--- src/rtl/core/assert_macros.svh ---
// ----------------------------------------------------------------------------
// Assertion macros
// Clocked implication checks that drop out of synthesis builds.
// ----------------------------------------------------------------------------
`ifndef ASSERT_MACROS_SVH
`define ASSERT_MACROS_SVH
`ifndef SYNTHESIS
`define ASSERT_IMPLIES(label, clk, rstn, ante, cons) \
    label: assert property (@(posedge clk) disable iff (!rstn) (ante) |-> (cons)) \
        else $error("%m: implication check failed");
`define ASSERT_NEXT(label, clk, rstn, ante, cons) \
    label: assert property (@(posedge clk) disable iff (!rstn) (ante) |=> (cons)) \
        else $error("%m: next-cycle check failed");
`else
`define ASSERT_IMPLIES(label, clk, rstn, ante, cons)
`define ASSERT_NEXT(label, clk, rstn, ante, cons)
`endif
`endif

--- src/rtl/core/dmrfct_pkg.sv ---
// ----------------------------------------------------------------------------
// dmrfct_pkg
// Shared types, codes and constants of the DMR frame call tracker.
// ----------------------------------------------------------------------------
package dmrfct_pkg;

    localparam int FRAME_COUNT_BITS_DEF = 16;
    localparam int CFG_DATA_W           = 8;
    localparam int LOG_FRAMES_W         = 16;
    localparam int MIN_FRAMES_W         = 8;

    localparam logic [3:0] TERMINATOR_TYPE_RST   = 4'd2;
    localparam logic [7:0] MIN_LOGGED_FRAMES_RST = 8'd2;

    typedef enum logic {
        CFG_TERMINATOR_TYPE   = 1'b0,
        CFG_MIN_LOGGED_FRAMES = 1'b1
    } cfg_idx_t;

    typedef enum logic [1:0] {
        EV_IGNORED  = 2'd0,
        EV_CONTINUE = 2'd1,
        EV_NEW_CALL = 2'd2,
        EV_CALL_END = 2'd3
    } ev_t;

    localparam logic [5:0] POS_MAX      = 6'd63;
    localparam logic [5:0] POS_TAG_END  = 6'd4;
    localparam logic [5:0] POS_SRC_HI   = 6'd5;
    localparam logic [5:0] POS_SRC_MID  = 6'd6;
    localparam logic [5:0] POS_SRC_LO   = 6'd7;
    localparam logic [5:0] POS_DST_HI   = 6'd8;
    localparam logic [5:0] POS_DST_MID  = 6'd9;
    localparam logic [5:0] POS_DST_LO   = 6'd10;
    localparam logic [5:0] POS_CTL      = 6'd15;
    localparam logic [5:0] POS_MIN_LAST = 6'd19;
    localparam logic [5:0] POS_BER      = 6'd53;
    localparam logic [5:0] POS_RSSI     = 6'd54;

    localparam int CTL_SLOT2_BIT   = 7;
    localparam int CTL_PRIVATE_BIT = 6;
    localparam int CTL_DSYNC_BIT   = 5;

    typedef struct packed {
        logic [3:0] terminator_type;
        logic [7:0] min_logged_frames;
    } cfg_t;

    typedef struct packed {
        logic        pkt_ok;
        logic        has_ber;
        logic        has_rssi;
        logic [23:0] src;
        logic [23:0] dst;
        logic [7:0]  ctl;
        logic [7:0]  ber;
        logic [7:0]  rssi;
    } hdr_t;

    typedef struct packed {
        ev_t         event_res;
        logic        packet_slot;
        logic        log_valid;
        logic        log_slot;
        logic [23:0] log_source;
        logic [23:0] log_destination;
        logic        log_group;
        logic [31:0] log_duration_ms;
        logic [15:0] log_frames;
        logic [7:0]  log_ber;
        logic [7:0]  log_rssi;
    } result_t;

    function automatic logic [7:0] tag_byte(input logic [1:0] idx);
        logic [7:0] b;
        case (idx)
            2'd0:    b = 8'h44;
            2'd1:    b = 8'h4D;
            2'd2:    b = 8'h52;
            default: b = 8'h44;
        endcase
        return b;
    endfunction

endpackage

--- src/rtl/core/dmrfct_parser.sv ---
// ----------------------------------------------------------------------------
// dmrfct_parser
// Counts datagram bytes, checks the tag and captures the header fields.
// ----------------------------------------------------------------------------
module dmrfct_parser (
    input  logic              aclk,
    input  logic              aresetn,
    input  logic              step,
    input  logic [7:0]        rx_byte,
    input  logic              eop,
    output dmrfct_pkg::hdr_t  hdr
);

    logic [5:0]  pos_reg, pos_next;
    logic        tag_ok_reg, tag_ok_next;
    logic [23:0] src_reg, src_next;
    logic [23:0] dst_reg, dst_next;
    logic [7:0]  ctl_reg, ctl_next;
    logic [7:0]  ber_reg, ber_next;
    logic [7:0]  rssi_reg, rssi_next;

    always_comb begin
        tag_ok_next = tag_ok_reg;
        src_next    = src_reg;
        dst_next    = dst_reg;
        ctl_next    = ctl_reg;
        ber_next    = ber_reg;
        rssi_next   = rssi_reg;
        if (pos_reg < dmrfct_pkg::POS_TAG_END &&
            rx_byte != dmrfct_pkg::tag_byte(pos_reg[1:0])) begin
            tag_ok_next = 1'b0;
        end
        unique case (pos_reg)
            dmrfct_pkg::POS_SRC_HI:  src_next[23:16] = rx_byte;
            dmrfct_pkg::POS_SRC_MID: src_next[15:8]  = rx_byte;
            dmrfct_pkg::POS_SRC_LO:  src_next[7:0]   = rx_byte;
            dmrfct_pkg::POS_DST_HI:  dst_next[23:16] = rx_byte;
            dmrfct_pkg::POS_DST_MID: dst_next[15:8]  = rx_byte;
            dmrfct_pkg::POS_DST_LO:  dst_next[7:0]   = rx_byte;
            dmrfct_pkg::POS_CTL:     ctl_next        = rx_byte;
            dmrfct_pkg::POS_BER:     ber_next        = rx_byte;
            dmrfct_pkg::POS_RSSI:    rssi_next       = rx_byte;
            default: ;
        endcase
        pos_next = (pos_reg != dmrfct_pkg::POS_MAX) ? pos_reg + 6'd1 : pos_reg;

        hdr.pkt_ok   = tag_ok_next && (pos_reg >= dmrfct_pkg::POS_MIN_LAST);
        hdr.has_ber  = pos_reg >= dmrfct_pkg::POS_BER;
        hdr.has_rssi = pos_reg >= dmrfct_pkg::POS_RSSI;
        hdr.src      = src_next;
        hdr.dst      = dst_next;
        hdr.ctl      = ctl_next;
        hdr.ber      = ber_next;
        hdr.rssi     = rssi_next;
    end

    always_ff @(posedge aclk) begin
        if (!aresetn) begin
            pos_reg    <= '0;
            tag_ok_reg <= 1'b1;
        end else if (step) begin
            if (eop) begin
                pos_reg    <= '0;
                tag_ok_reg <= 1'b1;
            end else begin
                pos_reg    <= pos_next;
                tag_ok_reg <= tag_ok_next;
            end
        end
    end

    always_ff @(posedge aclk) begin
        if (step) begin
            src_reg  <= src_next;
            dst_reg  <= dst_next;
            ctl_reg  <= ctl_next;
            ber_reg  <= ber_next;
            rssi_reg <= rssi_next;
        end
    end

endmodule

--- src/rtl/core/dmrfct_tracker.sv ---
// ----------------------------------------------------------------------------
// dmrfct_tracker
// Per-slot call records: call start, frame counting, termination and logging.
// ----------------------------------------------------------------------------
module dmrfct_tracker #(
    parameter int FRAME_COUNT_BITS = dmrfct_pkg::FRAME_COUNT_BITS_DEF
) (
    input  logic                aclk,
    input  logic                aresetn,
    input  logic                step,
    input  dmrfct_pkg::hdr_t    hdr,
    input  logic [31:0]         now_ms,
    input  dmrfct_pkg::cfg_t    cfg,
    output dmrfct_pkg::result_t res
);

    localparam int FCB   = FRAME_COUNT_BITS;
    localparam int CMP_W = (FCB > dmrfct_pkg::MIN_FRAMES_W) ? FCB : dmrfct_pkg::MIN_FRAMES_W;
    localparam int LFW   = dmrfct_pkg::LOG_FRAMES_W;

    logic              active_reg [2];
    logic [23:0]       src_reg    [2];
    logic [23:0]       dst_reg    [2];
    logic              group_reg  [2];
    logic [FCB-1:0]    frames_reg [2];
    logic [31:0]       start_reg  [2];
    logic [7:0]        ber_reg    [2];
    logic [7:0]        rssi_reg   [2];

    logic              s;
    logic              mismatch;
    logic              term;
    logic              log_old;
    logic              log_new;
    logic [CMP_W-1:0]  min_ext;
    logic [FCB-1:0]    frames_base;
    logic [FCB-1:0]    frames_next;
    logic [FCB-1:0]    frames_sel;
    logic [LFW-1:0]    frames_log;
    logic              group_next;
    logic [31:0]       start_next;
    logic [7:0]        ber_next;
    logic [7:0]        rssi_next;

    generate
        if (FCB >= LFW) begin : g_frames_trunc
            assign frames_log = frames_sel[LFW-1:0];
        end else begin : g_frames_ext
            assign frames_log = {{(LFW-FCB){1'b0}}, frames_sel};
        end
    endgenerate

    always_comb begin
        s        = hdr.ctl[dmrfct_pkg::CTL_SLOT2_BIT];
        min_ext  = CMP_W'(cfg.min_logged_frames);
        mismatch = !active_reg[s] || (src_reg[s] != hdr.src) || (dst_reg[s] != hdr.dst);
        log_old  = mismatch && active_reg[s] && (CMP_W'(frames_reg[s]) > min_ext);

        frames_base = mismatch ? '0 : frames_reg[s];
        frames_next = (frames_base != {FCB{1'b1}}) ? frames_base + FCB'(1) : frames_base;
        group_next  = mismatch ? !hdr.ctl[dmrfct_pkg::CTL_PRIVATE_BIT] : group_reg[s];
        start_next  = mismatch ? now_ms : start_reg[s];
        ber_next    = hdr.has_ber ? hdr.ber : (mismatch ? 8'd0 : ber_reg[s]);
        rssi_next   = hdr.has_rssi ? hdr.rssi : (mismatch ? 8'd0 : rssi_reg[s]);

        term    = hdr.ctl[dmrfct_pkg::CTL_DSYNC_BIT] && (hdr.ctl[3:0] == cfg.terminator_type);
        log_new = term && !log_old && (CMP_W'(frames_next) > min_ext);
        frames_sel = log_old ? frames_reg[s] : frames_next;

        res = '0;
        if (hdr.pkt_ok) begin
            if (term) begin
                res.event_res = dmrfct_pkg::EV_CALL_END;
            end else if (mismatch) begin
                res.event_res = dmrfct_pkg::EV_NEW_CALL;
            end else begin
                res.event_res = dmrfct_pkg::EV_CONTINUE;
            end
            res.packet_slot = s;
            if (log_old || log_new) begin
                res.log_valid       = 1'b1;
                res.log_slot        = s;
                res.log_source      = log_old ? src_reg[s] : hdr.src;
                res.log_destination = log_old ? dst_reg[s] : hdr.dst;
                res.log_group       = log_old ? group_reg[s] : group_next;
                res.log_duration_ms = now_ms - (log_old ? start_reg[s] : start_next);
                res.log_frames      = frames_log;
                res.log_ber         = log_old ? ber_reg[s] : ber_next;
                res.log_rssi        = log_old ? rssi_reg[s] : rssi_next;
            end
        end
    end

    always_ff @(posedge aclk) begin
        if (!aresetn) begin
            active_reg[0] <= 1'b0;
            active_reg[1] <= 1'b0;
        end else if (step && hdr.pkt_ok) begin
            active_reg[s] <= !term;
        end
    end

    always_ff @(posedge aclk) begin
        if (step && hdr.pkt_ok) begin
            src_reg[s]    <= hdr.src;
            dst_reg[s]    <= hdr.dst;
            group_reg[s]  <= group_next;
            frames_reg[s] <= frames_next;
            start_reg[s]  <= start_next;
            ber_reg[s]    <= ber_next;
            rssi_reg[s]   <= rssi_next;
        end
    end

endmodule

--- src/rtl/core/dmr_frame_call_tracker.sv ---
// ----------------------------------------------------------------------------
// dmr_frame_call_tracker
// Parses DMR network datagrams byte by byte and tracks calls per time slot.
// ----------------------------------------------------------------------------
// Usage:
// Datagram bytes enter on the s_ channel, one item per byte, with
// s_end_of_packet set on the last byte and s_now_ms sampled with it.
// Each last byte yields exactly one result item on the m_ channel; other
// bytes yield none. A result carries the packet's event and slot and, when
// a call closed with enough frames, its log record (log fields are zero
// otherwise).
// Throughput is one item per cycle while no last byte waits on a stalled
// receiver. A byte is registered, then the parser and the slot record
// read-modify-write finish it. Results reach m_valid from the output register.
// When the receiver stalls, the result holds in the output register and
// plain bytes keep flowing; a further last byte waits in the input stage,
// after which s_ready drops.
// Reset clears the byte position, the tag check and both slot trackers and
// loads the register defaults (terminator type 2, minimum logged frames 2).
// Registers are written through cfg_wr_en, cfg_index and cfg_wdata, by a user
// bound to do so only while no datagram is in flight; the block has no check.
// ----------------------------------------------------------------------------
`include "assert_macros.svh"

module dmr_frame_call_tracker #(
    parameter int FRAME_COUNT_BITS = dmrfct_pkg::FRAME_COUNT_BITS_DEF
) (
    input  logic                              aclk,
    input  logic                              aresetn,
    input  logic                              cfg_wr_en,
    input  logic                              cfg_index,
    input  logic [dmrfct_pkg::CFG_DATA_W-1:0] cfg_wdata,
    input  logic                              s_valid,
    output logic                              s_ready,
    input  logic [7:0]                        s_rx_byte,
    input  logic                              s_end_of_packet,
    input  logic [31:0]                       s_now_ms,
    output logic                              m_valid,
    input  logic                              m_ready,
    output logic [1:0]                        m_event_res,
    output logic                              m_packet_slot,
    output logic                              m_log_valid,
    output logic                              m_log_slot,
    output logic [23:0]                       m_log_source,
    output logic [23:0]                       m_log_destination,
    output logic                              m_log_group,
    output logic [31:0]                       m_log_duration_ms,
    output logic [15:0]                       m_log_frames,
    output logic [7:0]                        m_log_ber,
    output logic [7:0]                        m_log_rssi
);

    dmrfct_pkg::cfg_t    cfg_reg;
    dmrfct_pkg::hdr_t    hdr;
    dmrfct_pkg::result_t res;
    dmrfct_pkg::result_t res_reg;

    logic        s1_valid_reg;
    logic [7:0]  s1_byte_reg;
    logic        s1_eop_reg;
    logic [31:0] s1_now_reg;
    logic        out_valid_reg;
    logic        out_free;
    logic        s1_adv;
    logic        log_ev_ok;
    logic        ev_ignored;
    logic        eop_blocked;

    always_ff @(posedge aclk) begin
        if (!aresetn) begin
            cfg_reg.terminator_type   <= dmrfct_pkg::TERMINATOR_TYPE_RST;
            cfg_reg.min_logged_frames <= dmrfct_pkg::MIN_LOGGED_FRAMES_RST;
        end else if (cfg_wr_en) begin
            unique case (dmrfct_pkg::cfg_idx_t'(cfg_index))
                dmrfct_pkg::CFG_TERMINATOR_TYPE:   cfg_reg.terminator_type <= cfg_wdata[3:0];
                dmrfct_pkg::CFG_MIN_LOGGED_FRAMES: cfg_reg.min_logged_frames <= cfg_wdata;
                default: ;
            endcase
        end
    end

    assign out_free = !out_valid_reg || m_ready;
    assign s1_adv   = s1_valid_reg && (!s1_eop_reg || out_free);
    assign s_ready  = !s1_valid_reg || s1_adv;

    always_ff @(posedge aclk) begin
        if (!aresetn) begin
            s1_valid_reg <= 1'b0;
        end else if (s_ready) begin
            s1_valid_reg <= s_valid;
        end
    end

    always_ff @(posedge aclk) begin
        if (s_ready && s_valid) begin
            s1_byte_reg <= s_rx_byte;
            s1_eop_reg  <= s_end_of_packet;
            s1_now_reg  <= s_now_ms;
        end
    end

    dmrfct_parser u_parser (
        .aclk    (aclk),
        .aresetn (aresetn),
        .step    (s1_adv),
        .rx_byte (s1_byte_reg),
        .eop     (s1_eop_reg),
        .hdr     (hdr)
    );

    dmrfct_tracker #(
        .FRAME_COUNT_BITS (FRAME_COUNT_BITS)
    ) u_tracker (
        .aclk    (aclk),
        .aresetn (aresetn),
        .step    (s1_adv && s1_eop_reg),
        .hdr     (hdr),
        .now_ms  (s1_now_reg),
        .cfg     (cfg_reg),
        .res     (res)
    );

    always_ff @(posedge aclk) begin
        if (!aresetn) begin
            out_valid_reg <= 1'b0;
        end else if (out_free) begin
            out_valid_reg <= s1_adv && s1_eop_reg;
        end
    end

    always_ff @(posedge aclk) begin
        if (s1_adv && s1_eop_reg) begin
            res_reg <= res;
        end
    end

    assign m_valid           = out_valid_reg;
    assign m_event_res       = res_reg.event_res;
    assign m_packet_slot     = res_reg.packet_slot;
    assign m_log_valid       = res_reg.log_valid;
    assign m_log_slot        = res_reg.log_slot;
    assign m_log_source      = res_reg.log_source;
    assign m_log_destination = res_reg.log_destination;
    assign m_log_group       = res_reg.log_group;
    assign m_log_duration_ms = res_reg.log_duration_ms;
    assign m_log_frames      = res_reg.log_frames;
    assign m_log_ber         = res_reg.log_ber;
    assign m_log_rssi        = res_reg.log_rssi;

    assign log_ev_ok   = (m_event_res == dmrfct_pkg::EV_NEW_CALL) ||
                         (m_event_res == dmrfct_pkg::EV_CALL_END);
    assign ev_ignored  = m_valid && (m_event_res == dmrfct_pkg::EV_IGNORED);
    assign eop_blocked = s1_valid_reg && s1_eop_reg && out_valid_reg && !m_ready;

    `ASSERT_IMPLIES(a_log_needs_call_change, aclk, aresetn, m_valid && m_log_valid, log_ev_ok)
    `ASSERT_IMPLIES(a_ignored_is_empty, aclk, aresetn, ev_ignored, !m_log_valid && !m_packet_slot)
    `ASSERT_NEXT(a_last_byte_waits, aclk, aresetn, eop_blocked, s1_valid_reg)

endmodule

--- config.mk ---
export PLATFORM = sky130hd
export DESIGN_NAME = dmr_frame_call_tracker
export DESIGN_NICKNAME = d
export VERILOG_FILES = /design/src/rtl/core/dmrfct_pkg.sv /design/src/rtl/core/dmrfct_parser.sv /design/src/rtl/core/dmrfct_tracker.sv /design/src/rtl/core/dmr_frame_call_tracker.sv
export VERILOG_INCLUDE_DIRS = /design/src /design/src/rtl/core
export SDC_FILE = /design/constraint.sdc
export NUM_CORES = 1
export LEC_CHECK = 0
export ABC_AREA = 1
export BUFFER_PORTS_ARGS = -buffer_cell sky130_fd_sc_hd__buf_4
export CORE_MARGIN = 4
export CORE_UTILIZATION = 43
export DETAILED_ROUTE_END_ITERATION = 16
export GPL_ROUTABILITY_DRIVEN = 0
export SYNTH_ARGS = -nofsm -noshare
export SYNTH_HDL_FRONTEND = slang
export SYNTH_SLANG_ARGS = --single-unit
export TNS_END_PERCENT = 30
--- constraint.sdc ---
create_clock -name aclk -period 14.6 [get_ports aclk]
set_clock_uncertainty 0.05 [all_clocks]
set_input_delay 0.73 -clock aclk [delete_from_list [all_inputs] [get_ports aclk]]
set_output_delay 0.73 -clock aclk [all_outputs]
set_load 0.01 [all_outputs]
## Word level (Yosys, flattened, before mapping)

Memory sizes are Yosys's and may differ from the RTL's.
Index checks and enable logic that the tools add are counted.

| word-level totals | value |
|---|---|
| flip-flop bits (word level) | 252 |
| memory bits (writable) | 228 |
| bits of input ports | 55 |
| output and inout bits | 120 |
| logic and storage cells | 132 |
| memories | 8 |

| cells by class | value |
|---|---|
| $add $sub $neg | 3 |
| magnitude comparators | 6 |
| equality and inequality tests | 17 |
| multiplexer cells | 40 |
| bitwise logic cells | 1 |
| reduce and logical (&&, ||, !) cells | 31 |

Memories:

| memory | words | bits a word | read ports | clocked after memory_dff | wr ports | RTL line | text |
|---|---|---|---|---|---|---|---|
| u_tracker.start_reg | 2 | 32 | 1 | 0 | 1 | dmrfct_tracker.sv:26 | `logic [31:0] start_reg [2];` |
| u_tracker.dst_reg | 2 | 24 | 1 | 0 | 1 | dmrfct_tracker.sv:23 | `logic [23:0] dst_reg [2];` |
| u_tracker.src_reg | 2 | 24 | 1 | 0 | 1 | dmrfct_tracker.sv:22 | `logic [23:0] src_reg [2];` |
| u_tracker.frames_reg | 2 | 16 | 1 | 0 | 1 | dmrfct_tracker.sv:25 | `logic [FCB-1:0] frames_reg [2];` |
| u_tracker.ber_reg | 2 | 8 | 1 | 0 | 1 | dmrfct_tracker.sv:27 | `logic [7:0] ber_reg [2];` |
| u_tracker.rssi_reg | 2 | 8 | 1 | 0 | 1 | dmrfct_tracker.sv:28 | `logic [7:0] rssi_reg [2];` |
| +2 memories | -- | -- | -- | -- | -- | -- |  |

Operators by type and width:

| operator | count |
|---|---|
| $mux 8 | 15 |
| $mux 115 | 1 |
| $mux 32 | 2 |
| $mux 16 | 3 |
| $mux 24 | 2 |
| $ne 24x24->1 | 2 |
| $gt 16x8->1 | 2 |
| $sub 32x32->32 | 1 |
| $eq 6x4->1 const B | 4 |
| $eq 6x3->1 const B | 3 |
| $add 16x1->16 const B | 1 |
| $ne 16x16->1 const B | 1 |
| $eq 6x6->1 const B | 2 |
| $ge 6x6->1 const B | 2 |
| $mux 1 | 12 |
| $mux 6 | 2 |
| $logic_and 1x1->1 | 11 |
| $pmux 5 s2 | 1 |
| $reduce_and 2->1 | 5 |
| $ne 8x7->1 | 1 |
| $logic_not 1->1 | 7 |
| $add 6x1->6 const B | 1 |
| $ge 6x5->1 const B | 1 |
| $logic_or 1x1->1 | 6 |
| 9 further kinds | 10 |

## Logic depth before layout (Yosys ltp)

An unclocked memory read counts as a cell.

| logic depth | value |
|---|---|
| depth after elaboration | 13 |
| depth in mapped cells | 50 |
| depth with buffers taken out | 44 |

## Modules after synthesis

A second synthesis with hierarchy kept.

| second synthesis, totals | value |
|---|---|
| cells, all modules | 2,378 |
| area total of the unflattened synthesis | 23,636.4 µm² |

Modules (own cells, without submodules):

| module | times used | cells each | area each (µm²) | sequential area each (µm²) |
|---|---|---|---|---|
| dmrfct_tracker | 1 | 1,808 | 14,712.9 | 6,826.5 |
| dmr_frame_call_tracker | 1 | 230 | 5,315.1 | 5,054.8 |
| dmrfct_parser | 1 | 340 | 3,608.5 | 2,302.2 |

## Worst setup path after synthesis

OpenSTA, ideal clock, no wires.

| timing path | value |
|---|---|
| path type | input to register |
| start | input port m_ready |
| end | memory u_tracker.active_reg[0] |
| setup time | 105 ps |
| data arrival time | 10,525 ps |
| data required time | 14,445 ps |
| path slack | 3,920 ps |
| stages | 10 |
| path buffers | 0 |
| cell sequence | nor2_1 nand2_1 nand2_1 inv_1 nand2_1 inv_1 nand2_1 nor2_1 o21ai_0 a21oi_1 |

RTL lines:

| element | RTL line | text |
|---|---|---|
| from (decl) | dmr_frame_call_tracker.sv:39 | `input logic m_ready,` |
| to (decl) | dmrfct_tracker.sv:21 | `logic active_reg [2];` |

## Worst setup path after layout

| timing path | value |
|---|---|
| start | register u_parser.pos_reg[0] |
| end | register res_reg (netlist bit m_log_source[2]), data pin |

| between the ends | value |
|---|---|
| word-level cells in the longest chain between the ends | 13 |
| elaborated cells on any way between the ends | 48 |
| those cells by class | add/sub (1); order compare (4); eq/ne (14); mux (12); reduce/logical (13); memory (4) |

RTL lines:

| element | RTL line | text |
|---|---|---|
| from (decl) | dmrfct_parser.sv:14 | `logic [5:0] pos_reg, pos_next;` |
| from (signal assigned) | dmrfct_parser.sv:66 | `pos_reg <= pos_next;` |
| $eq 6x4->1 | dmrfct_parser.sv:33 | `unique case (pos_reg)` |
| $mux 8 | dmrfct_parser.sv:33 |  |
| $mem_v2 2x24 or $mem_v2 2x1 (tied branches) | -- |  |
| $ne 24x24->1 or $logic_not 1->1 (tied branches) | dmrfct_tracker.sv:56 | `mismatch = !active_reg[s] \|\| (src_reg[s] != hdr.src) \|\| (dst_reg[s] != hdr.dst);` |
| $logic_or 1x1->1 (2 in a row) | dmrfct_tracker.sv:56 |  |
| $mux 16 (*) | dmrfct_tracker.sv:59 | `frames_base = mismatch ? '0 : frames_reg[s];` |
| $add 16x1->16 or $ne 16x16->1 (tied branches) | dmrfct_tracker.sv:60 | `frames_next = (frames_base != {FCB{1'b1}}) ? frames_base + FCB'(1) : frames_base;` |
| $mux 16 (*) | dmrfct_tracker.sv:60 |  |
| named net u_tracker.frames_next[3] | dmrfct_tracker.sv:37 | `logic [FCB-1:0] frames_next;` |
| $gt 16x8->1 (*) | dmrfct_tracker.sv:67 | `log_new = term && !log_old && (CMP_W'(frames_next) > min_ext);` |
| $logic_and 1x1->1 (*) | dmrfct_tracker.sv:67 |  |
| $logic_or 1x1->1 (*) | dmrfct_tracker.sv:80 | `if (log_old \|\| log_new) begin` |
| $reduce_and 2->1 (no source line) (*) | -- |  |
| to (signal assigned) | dmr_frame_call_tracker.sv:133 | `res_reg <= res;` |
| to (decl) | dmr_frame_call_tracker.sv:56 | `dmrfct_pkg::result_t res_reg;` |

Mark *: on every way through the listed nets, which the timed path passes. The rest lies on a longest branch.
A chain may end at the register's enable or synchronous reset.

==> flow_summary.ini <==
[drt]
drcViolationCount = 0
drtIter0Drc = 1296
wl_met1_mm = 27.5
ant_nets = 0
topRoutingLayerUsed = met4
drt-total-wl_mm = 63.3
vias = 17836
wl_met2_mm = 30.4
vias_per_cell = 5.21
wl_per_cell_um = 18.5
drtPass1Iterations = 6
wl_met3_mm = 3.54

[timing]
hold_violations = 0
finalSetupViolCount = 0
fin_crit_ns = 10.28
rsz0062_at_grt = false
worstMarginPinSlew_ns = 1.16
slew_viol_final = 0
fin_crit_sh = 0.704
fmax_ghz = 0.0973
setup_tns_ns = 0
max_slew_margin = 0.225

[cells_and_area]
drive_gt1_frac = 0.135
finalNetCount = 2744
fillCellCount = 5116
synthToLayoutAreaGrowth_pct = 14.9
multi_input_area_um2 = 8320
largest_reg_flops = 64
antennaDiodeCount = 0
final_cell_area_um2 = 27500
register_area_um2 = 14200

[critical_path]
cp.arrival_ns = 10.56
cp_max_fo = 80
crit_slowest_cell = nand2_4
cp-start-kind = flop
cpPeakStageDelay_ns = 1.02
crit_path_end_kind = flop
worst-setup-path-type = flop to flop
critPathRequiredTime_ns = 14.88
cpMostUsedCell = nand2_1

[grt]
grt_pass1_wl_mm = 98.3
grt_max_degree = 109
overflow = 0
first_global_vias = 17656
grt_usage = 0.208
antenna_found_initial = 1

[yosys]
ys_seq_area_frac = 0.590
synth.most_common_cell = nand2_1
ys_ff_latch = 479
synthTopCellsByArea = edfxtp_1 57%, nand2_1 10%, o21ai_0 5.6%, inv_1 4.2%, nand3_1 3.0%
synth_flop_cell = edfxtp_1
synth.top_cell.area_share = 0.571
yosysWarnings = 0
synth_cell_types = 48
async_flop_share = 0
synth_common_cells = 638 x nand2_1, 456 x edfxtp_1, 268 x inv_1
synthCells = 2482
synth_top_area_cell = edfxtp_1
syn_avg_cell_area_um2 = 9.66
synth_fp_nets = 2594
synth_area_um2 = 24000
synth_edf_count = 456

[clock_tree]
cts_tree = yes
cts_buffers = 52
clkLatencyLatePin_ns = 0.61
cts.sinks = 479
cts_resized = 0
clockBufferDepth = 3
postCtsSetupRepairBufs = 0
cts_htree_levels = 2
cts_hold_buf = 0
path_clk_slew_ns = 0.06
cts_root_buf = clkbuf_16

[hold_path]
hp-class = input pin to flop

[die]
dieWidth_um = 244
coreArea_um2 = 55100
io_pins = 175
initial_core_util = 0.435
floorplan.rows = 86
die_h_um = 244
die_area_um2 = 59600

[power_and_ir_drop]
power.share.clock = 0.428
comb_power_share = 0.069
ir_drop_v = 0.0000863
power_mw = 3.06
switching_power_uw = 706
swShare = 0.231
p_int_mw = 2.35
p_per_area_nw_per_um2 = 111
p_leak_nw = 11.3
power_frac_seq = 0.503

[placed_design]
placed_cell_area_um2 = 25900
portBuffers = 174
dp_hpwl_mm = 41.9

[run]
maxCapViolations = 0

[outcome]
outcome = finished, final reports clean
[final timing paths]
| kind | startpoint | endpoint | slack [ns] | cells past startpoint |
|---|---|---|---|---|
| hold / removal | s_rx_byte[5] | s1_byte_reg[5]$_DFFE_PP_ | 0.25 | 1 |
| hold reg to reg | u_parser.tag_ok_reg$_SDFFE_PN1P_ | u_parser.tag_ok_reg$_SDFFE_PN1P_ | 0.43 | 2 |
| setup reg to reg | u_parser.pos_reg[0]$_SDFFE_PN0P_ | m_log_source[2]$_SDFFCE_PN0P_ | 4.32 | 44 |
| setup / recovery | u_parser.pos_reg[0]$_SDFFE_PN0P_ | m_log_source[2]$_SDFFCE_PN0P_ | 4.32 | 44 |
[per-layer routing]
metal,global-route usage,vias up
met5,0,-
met4,0.0614,0
met3,0.0326,112
met2,0.354,542
met1,0.275,8499
li1,-,8683
[power groups by stage]
| stage | clock [mW] | sequential [mW] | combinational (mW) |
|---|---|---|---|
| after floorplan | 0 | 1.57 | 0.132 |
| after global placement | 0 | 1.57 | 0.204 |
| after detailed placement | 0 | 1.57 | 0.208 |
| after CTS | 1.34 | 1.54 | 0.210 |
| after global routing | 1.39 | 1.54 | 0.233 |
| final | 1.31 | 1.54 | 0.210 |
[kinds of logic after synthesis]
| kind of cell | synth area share |
|---|---|
| flops | 0.590 |
| fa+ha+maj | 0.0301 |
| xor+xnor | 0.0150 |
| compound gates | 0.0879 |
| mux | 0.0209 |
| simple gates | 0.192 |
| buf+inv | 0.0634 |
[final cells by class]
| class | instances | share of cell area |
|---|---|---|
| well taps | 748 | 0.0340 |
| multi-input cells | 1635 | 0.302 |
| clock buffers | 62 | 0.0494 |
| inverters | 278 | 0.0381 |
| clock inverters | 33 | 0.0116 |
| repair buffers | 186 | 0.0507 |
| flip-flops and latches | 479 | 0.514 |
[critical path, delay by kind of cell (launching register included)]
kind                       cells  cell delay (ns)
DFF                            1             0.46
AOI/OAI and AO/OA              7             0.78
xor gates and xnor gates       1             0.15
buffers and inverters          7             1.97
and+or+nand+nor               26             5.62
adders and majority gates      3             0.75
[through the flow]
step	hold slack, ns	util	cells	setup slack (ns)
6_report	0.245	0.500	3421	4.32
5_1_grt	0.217	0.500	3421	3.22
4_1_cts	0.210	0.500	3421	4.30
3_5_place_dp	0.423	0.469	3326	4.28
3_3_place_gp	0.412	0.469	3326	4.58
2_1_floorplan	0.387	-	2482	3.92
[placed cells by master, fill, tap and decap left out, types with 3 or more instances in the layout]
cell        synthesis  layout
a21oi_1            56      56
clkbuf_1           48       9
clkinv_2            0       9
o21bai_1            8       8
nand3_2             8       8
nor3_1              8       8
nor2_1            190     188
nor2_4              7       9
dfxtp_1            23      23
nand2_1           638     638
nand2_4             2       3
clkbuf_16           0      53
or2_2              16      16
nand2_2             7       6
a31oi_1             6       6
ha_1               56      56
clkinvlp_4          0       3
clkinv_1            2      14
a21boi_0            4       4
o211ai_1            6       6
nand4_1            12      12
xor2_1             26      26
inv_1             268     264
edfxtp_1          456     456
nand3_1           146     146
mux2i_1            50      50
o21ai_1            44      44
inv_2               8      10
nor2_2             43      43
buf_4               4     186
bufinv_16           0       5
xnor2_1            15      15
o21ai_0           266     266
(Power assumes the default switching activity.)
